<file path="src/rtl/catmull_rom_curve_sampler_defines.svh">
// Assertion macros for the Catmull-Rom curve sampler
`ifndef CATMULL_ROM_CURVE_SAMPLER_DEFINES_SVH
`define CATMULL_ROM_CURVE_SAMPLER_DEFINES_SVH

// same-cycle implication, sampled on clk, off during reset
`define CRCS_ASSERT_NOW(lbl, ante, cons, msg) \
  lbl: assert property (@(posedge clk) disable iff (!rst_n) (ante) |-> (cons)) \
    else $error(msg);

// next-cycle implication, sampled on clk, off during reset
`define CRCS_ASSERT_NEXT(lbl, ante, cons, msg) \
  lbl: assert property (@(posedge clk) disable iff (!rst_n) (ante) |=> (cons)) \
    else $error(msg);

`endif

</file>
<file path="src/rtl/crcs_pkg.sv">
// Shared types and constants of the Catmull-Rom curve sampler
`default_nettype none
package crcs_pkg;

  localparam int TICK_W = 24;
  localparam int VAL_W  = 32;
  localparam int IDX_W  = 6;
  localparam int CNT_W  = 7;

  // per-cycle datapath operation
  typedef enum logic [3:0] {
    DP_IDLE,
    DP_FIRST,
    DP_SHIFT,
    DP_MATCH,
    DP_P4,
    DP_DIV,
    DP_MUL_T2,
    DP_MUL_T3,
    DP_HCALC,
    DP_MAC,
    DP_RESULT
  } dp_op_t;

  // table read address source
  typedef enum logic [1:0] {
    ADDR_ZERO,
    ADDR_LAST,
    ADDR_K,
    ADDR_NEXT
  } addr_sel_t;

  // which value the result register takes
  typedef enum logic [1:0] {
    RES_ZERO,
    RES_RD,
    RES_P3,
    RES_CUBIC
  } res_kind_t;

  typedef struct packed {
    logic      accept;
    dp_op_t    op;
    logic      rd_en;
    addr_sel_t rd_sel;
    res_kind_t res_kind;
    logic [1:0] mac_idx;
    logic      acc_clr;
  } ctl_cmd_t;

  typedef struct packed {
    logic n_zero;
    logic n_one;
    logic ge_tick;
    logic le_tick;
    logic num_ge_d;
  } dp_stat_t;

endpackage
`default_nettype wire

</file>
<file path="src/rtl/crcs_ctrl.sv">
// Sequencing state machine of the Catmull-Rom curve sampler
`default_nettype none
module crcs_ctrl import crcs_pkg::*; #(
  parameter int FRAC_BITS = 16
) (
  input  wire logic     clk,
  input  wire logic     rst_n,
  input  wire logic     in_valid,
  input  wire logic     in_kind,
  output logic          in_ready,
  output logic          out_valid,
  input  wire logic     out_ready,
  input  wire dp_stat_t stat,
  output ctl_cmd_t      cmd
);

  localparam int CW = $clog2(FRAC_BITS);

  typedef enum logic [3:0] {
    S_IDLE, S_START, S_FIRST, S_LAST, S_SRCH, S_P4, S_DIV,
    S_MT2, S_MT3, S_HC, S_MAC, S_RES
  } state_t;

  state_t    state_r;
  logic      out_valid_r;
  res_kind_t res_kind_r;
  logic [CW-1:0] cnt_r;

  logic out_free;
  assign out_free  = !out_valid_r || out_ready;
  assign in_ready  = (state_r == S_IDLE);
  assign out_valid = out_valid_r;

  // command decode
  always_comb begin
    cmd          = '0;
    cmd.op       = DP_IDLE;
    cmd.rd_sel   = ADDR_ZERO;
    cmd.res_kind = res_kind_r;
    cmd.mac_idx  = cnt_r[1:0];
    cmd.acc_clr  = (cnt_r == '0);
    case (state_r)
      S_IDLE:  cmd.accept = in_valid;
      S_START: begin
        cmd.rd_en  = 1'b1;
        cmd.rd_sel = ADDR_ZERO;
      end
      S_FIRST: begin
        cmd.op     = DP_FIRST;
        // first value stays in the read register when it is the answer
        cmd.rd_en  = !(stat.n_one || stat.ge_tick);
        cmd.rd_sel = ADDR_LAST;
      end
      S_LAST: begin
        // last value stays in the read register when it is the answer
        cmd.rd_en  = !stat.le_tick;
        cmd.rd_sel = ADDR_K;
      end
      S_SRCH: begin
        cmd.op     = stat.ge_tick ? DP_MATCH : DP_SHIFT;
        cmd.rd_en  = 1'b1;
        cmd.rd_sel = ADDR_NEXT;
      end
      S_P4:    cmd.op = DP_P4;
      S_DIV:   cmd.op = DP_DIV;
      S_MT2:   cmd.op = DP_MUL_T2;
      S_MT3:   cmd.op = DP_MUL_T3;
      S_HC:    cmd.op = DP_HCALC;
      S_MAC:   cmd.op = DP_MAC;
      S_RES:   cmd.op = out_free ? DP_RESULT : DP_IDLE;
      default: cmd.op = DP_IDLE;
    endcase
  end

  // state and registered outputs
  always_ff @(posedge clk) begin
    if (!rst_n) begin
      state_r     <= S_IDLE;
      out_valid_r <= 1'b0;
      res_kind_r  <= RES_ZERO;
      cnt_r       <= '0;
    end else begin
      if (out_valid_r && out_ready && (state_r != S_RES)) out_valid_r <= 1'b0;
      case (state_r)
        S_IDLE: begin
          if (in_valid && in_kind) state_r <= S_START;
        end
        S_START: begin
          if (stat.n_zero) begin
            res_kind_r <= RES_ZERO;
            state_r    <= S_RES;
          end else begin
            state_r <= S_FIRST;
          end
        end
        S_FIRST: begin
          if (stat.n_one || stat.ge_tick) begin
            res_kind_r <= RES_RD;
            state_r    <= S_RES;
          end else begin
            state_r <= S_LAST;
          end
        end
        S_LAST: begin
          if (stat.le_tick) begin
            res_kind_r <= RES_RD;
            state_r    <= S_RES;
          end else begin
            state_r <= S_SRCH;
          end
        end
        S_SRCH: begin
          if (stat.ge_tick) state_r <= S_P4;
        end
        S_P4: begin
          cnt_r <= '0;
          if (stat.num_ge_d) begin
            res_kind_r <= RES_P3;
            state_r    <= S_RES;
          end else begin
            state_r <= S_DIV;
          end
        end
        S_DIV: begin
          if (cnt_r == CW'(FRAC_BITS - 1)) begin
            cnt_r   <= '0;
            state_r <= S_MT2;
          end else begin
            cnt_r <= cnt_r + CW'(1);
          end
        end
        S_MT2: state_r <= S_MT3;
        S_MT3: state_r <= S_HC;
        S_HC: begin
          cnt_r   <= '0;
          state_r <= S_MAC;
        end
        S_MAC: begin
          // four products, then the last accumulate
          if (cnt_r == CW'(4)) begin
            res_kind_r <= RES_CUBIC;
            state_r    <= S_RES;
          end else begin
            cnt_r <= cnt_r + CW'(1);
          end
        end
        S_RES: begin
          // out_free here means the output register is empty or being taken
          if (out_free) begin
            out_valid_r <= 1'b1;
            state_r     <= S_IDLE;
          end
        end
        default: state_r <= S_IDLE;
      endcase
    end
  end

endmodule
`default_nettype wire

</file>
<file path="config.mk">
export PLATFORM = sky130hd
export DESIGN_NAME = crcs_ctrl
export DESIGN_NICKNAME = d
export VERILOG_FILES = /design/src/rtl/catmull_rom_curve_sampler_defines.svh /design/src/rtl/crcs_pkg.sv /design/src/rtl/crcs_ctrl.sv
export SDC_FILE = /design/constraint.sdc
export NUM_CORES = 1
export LEC_CHECK = 0
export ABC_AREA = 1
export BUFFER_PORTS_ARGS = -buffer_cell sky130_fd_sc_hd__buf_2
export CAP_MARGIN = 20
export CORE_MARGIN = 2
export CORE_UTILIZATION = 55
export DETAILED_ROUTE_END_ITERATION = 7
export PLACE_DENSITY = 0.9
export SETUP_SLACK_MARGIN = 0.1
export SLEW_MARGIN = 20
export SYNTH_ARGS = -nofsm -noshare
export SYNTH_HDL_FRONTEND = slang
export SYNTH_SLANG_ARGS = --single-unit
</file>
<file path="constraint.sdc">
create_clock -name clk -period 3.8 [get_ports clk]
set_clock_uncertainty 0.2 [all_clocks]
set_input_delay 0.38 -clock clk [delete_from_list [all_inputs] [get_ports clk]]
set_output_delay 0.38 -clock clk [all_outputs]
set_load 0.01 [all_outputs]
</file>
# Word-level counts from Yosys, hierarchy flattened
# Index checks and enable logic that the tools add are counted.
# word_totals
wordCells	72
output_inout_bits	15
inputBits	10
ff_bits	11
# classes
addsub	1
eq_ne	24
reduce_logical	16
muxes	27
# ops
cell	n
$mux 4	12
$pmux 4 s12	1
$pmux 4 s9	1
$eq 4x3->1 const B	5
$eq 4x4->1 const B	5
$ne 2x2->1 const B	9
$pmux 3 s4	1
$pmux 4 s3	1
$mux 2	5
$pmux 2 s5	1
$eq 4x2->1 const B	2
$logic_not 4->1	2
$reduce_and 6->1	1
$mux 1	5
$reduce_and 5->1	1
$reduce_bool 5->1	1
$add 4x1->4 const B	1
$eq 4x1->1 const B	1
$ne 4x4->1 const B	1
$logic_and 1x1->1	3
$logic_not 1->1	3
$reduce_bool 3->1	1
$logic_or 1x1->1	2
$ne 2x1->1 const B	1
other kinds (2)	2

# Logic depth before layout (Yosys ltp)
# depth
word_depth	5
mapped_depth	10
mapped_depth_nobuf	10

# Least setup slack after synthesis
# No wires, ideal clock.
# synth_timing
kind	register to output
startpoint	register state_r[2]
endpoint	output port cmd[8] in the netlist's numbering
path_stages_with_launch	5
t_arrival_ns	0.915
setup_slack_ns	2.305
n_path_buf	0
cell_sequence	dfxtp_1 > nand2_2 > nor2_1 > inv_1 > o22ai_1
# synth_lines
element	line_no	text
start, declared	crcs_ctrl.sv:24	state_t state_r;
start signal, assigned	crcs_ctrl.sv:78	state_r <= S_IDLE;
start signal, assigned	crcs_ctrl.sv:86	if (in_valid && in_kind) state_r <= S_START;
start signal, assigned	crcs_ctrl.sv:91	state_r <= S_RES;
end, declared	crcs_ctrl.sv:14	output ctl_cmd_t cmd

==> flow_metrics.tcl <==
set metrics [dict create \
    cts_sinks 11 \
    final_cell_mix "38 x nand2_1, 28 x nor2_1, 24 x buf_2" \
    slew-limit-headroom 0.766 \
    via_count 1153 \
    clk_pin_slew_ps 80 \
    layout_commonest_cell "nand2_1" \
    slowest_delay_ps 520 \
    synth_seq_area_share 0.238 \
    end_kind "output pin" \
    antennaDiodeCount 0 \
    fin_crit_ps 2060 \
    cts_resized 0 \
    reg2reg_slack_ps 2090 \
    power_leakage_nw 0.617 \
    worstReg2RegStart "state_r[2]" \
    async_reset_ff_frac 0 \
    portBuffers 24 \
    whs_ps 169 \
    synth_flop_cell "dfxtp_1" \
    hold_class "in2reg" \
    arrival_ps 1480 \
    io_pins 25 \
    grt_max_degree 10 \
    rr_worst_depth 7 \
    fin_tns_setup_ps 0 \
    crit_path_start "state_r[2]" \
    drc 0 \
    cpLargestDelayFamily "flip-flops" \
    die_h_um 45.0 \
    worst_ep_required_time_ps 3220 \
    drive_gt1_frac 0.220 \
    root_buffer "clkbuf_4" \
    cts_tree "done" \
    place.gp.congestion 0.983 \
    synth.avg_cell_area_um2 5.60 \
    finalHoldViolations 0 \
    worstMarginPinSlew_ps 350 \
    fmax_ghz 0.486 \
    htreeDepth 1 \
    cp-start-kind "flop" \
    syn2layout_area_growth_pct 16.4 \
    nFillCells 153 \
    post_cts_buffers 0 \
    worst_path_max_delay_cell "dfxtp_1" \
    irDropWorstVdd_v 0.000283 \
    crit_fanout 6 \
    crit_buf_inv 2 \
    final_max_slew_viol_count 0 \
    dr.pass1.iters 4 \
    period_share 0.542 \
    status "complete, no violations" \
    numCtsBuffers 3 \
    grt_pass1_wl_um 4190 \
    syn_area_um2 923 \
    die_area_um2 2020 \
    rsz0062_at_grt "no" \
    syn_inst 165 \
    core_area_um2 1540 \
    synth_warnings 0 \
    grt_usage 0.288 \
    wirelength_um 2540 \
    num_rows 14 \
    drt_iter0_drc 65 \
    grt-ovfl-total 0 \
    ys_ff_latch 11 \
    powerDensity_nw_per_um2 428 \
    place_hpwl_um 2030 \
    grt_pass1_vias 1024 \
    avgRoutedWirePerCell_um 12.3 \
    drv_cap 0 \
    avgViaCountPerCell 5.57 \
    reg2reg_to "state_r[1]" \
    synth-edff-count 0 \
    finalSetupViolCount 0 \
    nNetsFinal 204 \
    antenna_found_initial 0 \
    crit_chain "inv_2, nor2_2, nand2_1, nand4_1, buf_2" \
    start_util 0.599 \
    cp.depth 5 \
    postRouteAntennaNets 0 \
    ys_types 20 \
    synth_nets 177 \
    cts_buffer_depth 2 \
    cts_hold_buf 0 \
    dieWidth_um 45.0 \
    path_class "reg2out" \
    clock_latency_ps 290 \
    critPathCapture "cmd[9]" \
]
-- tightest hold or removal path, stage by stage --
cell and delay (ps):
buf_2 140, nand2_1 70, nor2_1 30
-- power by group --
group / leakage, nW / switching, mW / total [mW] / internal (mW)
combinational: 0.513 / 0.143 / 0.223 / 0.0807
clock: 0.0150 / 0.0486 / 0.0895 / 0.0409
sequential: 0.0893 / 0.0167 / 0.147 / 0.130
-- cell type report --
cell class	count	area, um2	area share
Clock buffer	4	26.3	0.0244
Inverter	27	101	0.0943
Multi-Input combinational cell	125	587	0.546
Sequential cell	11	220	0.205
Tap cell	16	20.0	0.0186
Timing Repair Buffer	24	120	0.112
-- sequential cells by signal, indices dropped and copies added, names as in the netlist --
register and count:
cnt_r 4, out_valid 1, res_kind_r 2, state_r 4
-- cell families after synthesis --
family                   count (synthesis)  synth area share
XOR/XNOR                                 1           0.00949
buffers and inverters                   29             0.126
adder cells (fa/ha/maj)                  2            0.0271
AND/OR/NAND/NOR                        103             0.492
flip-flops                              11             0.238
AO/OA/AOI/OAI                           19             0.107
-- routing by layer --
| layer | share of wire | global-route usage | vias up | routed length (um) |
|---|---|---|---|---|
| met3 | 0.085 | 0.0560 | 11 | 216 |
| li1 | - | - | 577 | - |
| met1 | 0.42 | 0.359 | 511 | 1080 |
| met4 | 0.031 | 0.153 | 0 | 79 |
| met5 | 0 | 0 | - | 0 |
| met2 | 0.46 | 0.466 | 54 | 1170 |
-- synthesized netlist by cell type, types with 2 or more instances --
| cell | n | share of area |
|---|---|---|
| o21ai_0 | 6 | 0.033 |
| nand4_1 | 2 | 0.014 |
| nand2_1 | 38 | 0.15 |
| buf_4 | 2 | 0.016 |
| inv_1 | 22 | 0.089 |
| nand3_1 | 21 | 0.11 |
| nor2_1 | 28 | 0.11 |
| o21ai_1 | 2 | 0.011 |
| a21oi_1 | 9 | 0.049 |
| dfxtp_1 | 11 | 0.24 |
| nand2_2 | 5 | 0.034 |
| nor2_2 | 5 | 0.034 |
| inv_2 | 5 | 0.020 |
| ha_1 | 2 | 0.027 |
| nand3b_1 | 2 | 0.016 |
-- how the worst min path moves through the flow --
stage               endpoint  depth (start not counted)  slack, ps          start
6_report       res_kind_r[0]                          3        170          rst_n
2_1_floorplan       cnt_r[2]                          2        270       cnt_r[2]
3_3_place_gp   res_kind_r[0]                          2        260  res_kind_r[0]
3_5_place_dp   res_kind_r[1]                          2        280  res_kind_r[1]
5_1_grt        res_kind_r[0]                          3        170          rst_n
4_1_cts        res_kind_r[0]                          3        170          rst_n
-- metrics by stage --
step	power, mW	instance area [um2]	util	std cells	worst slack, ps
after global placement	0.369	1050	0.680	203	2070
final	0.460	1070	0.697	207	1740
after floorplan	0.304	923	-	165	2300
after global routing	0.495	1070	0.697	207	1620
after detailed placement	0.371	1050	0.680	203	2060
after CTS	0.456	1070	0.697	207	1750
Power figures use the tool's default switching activity.
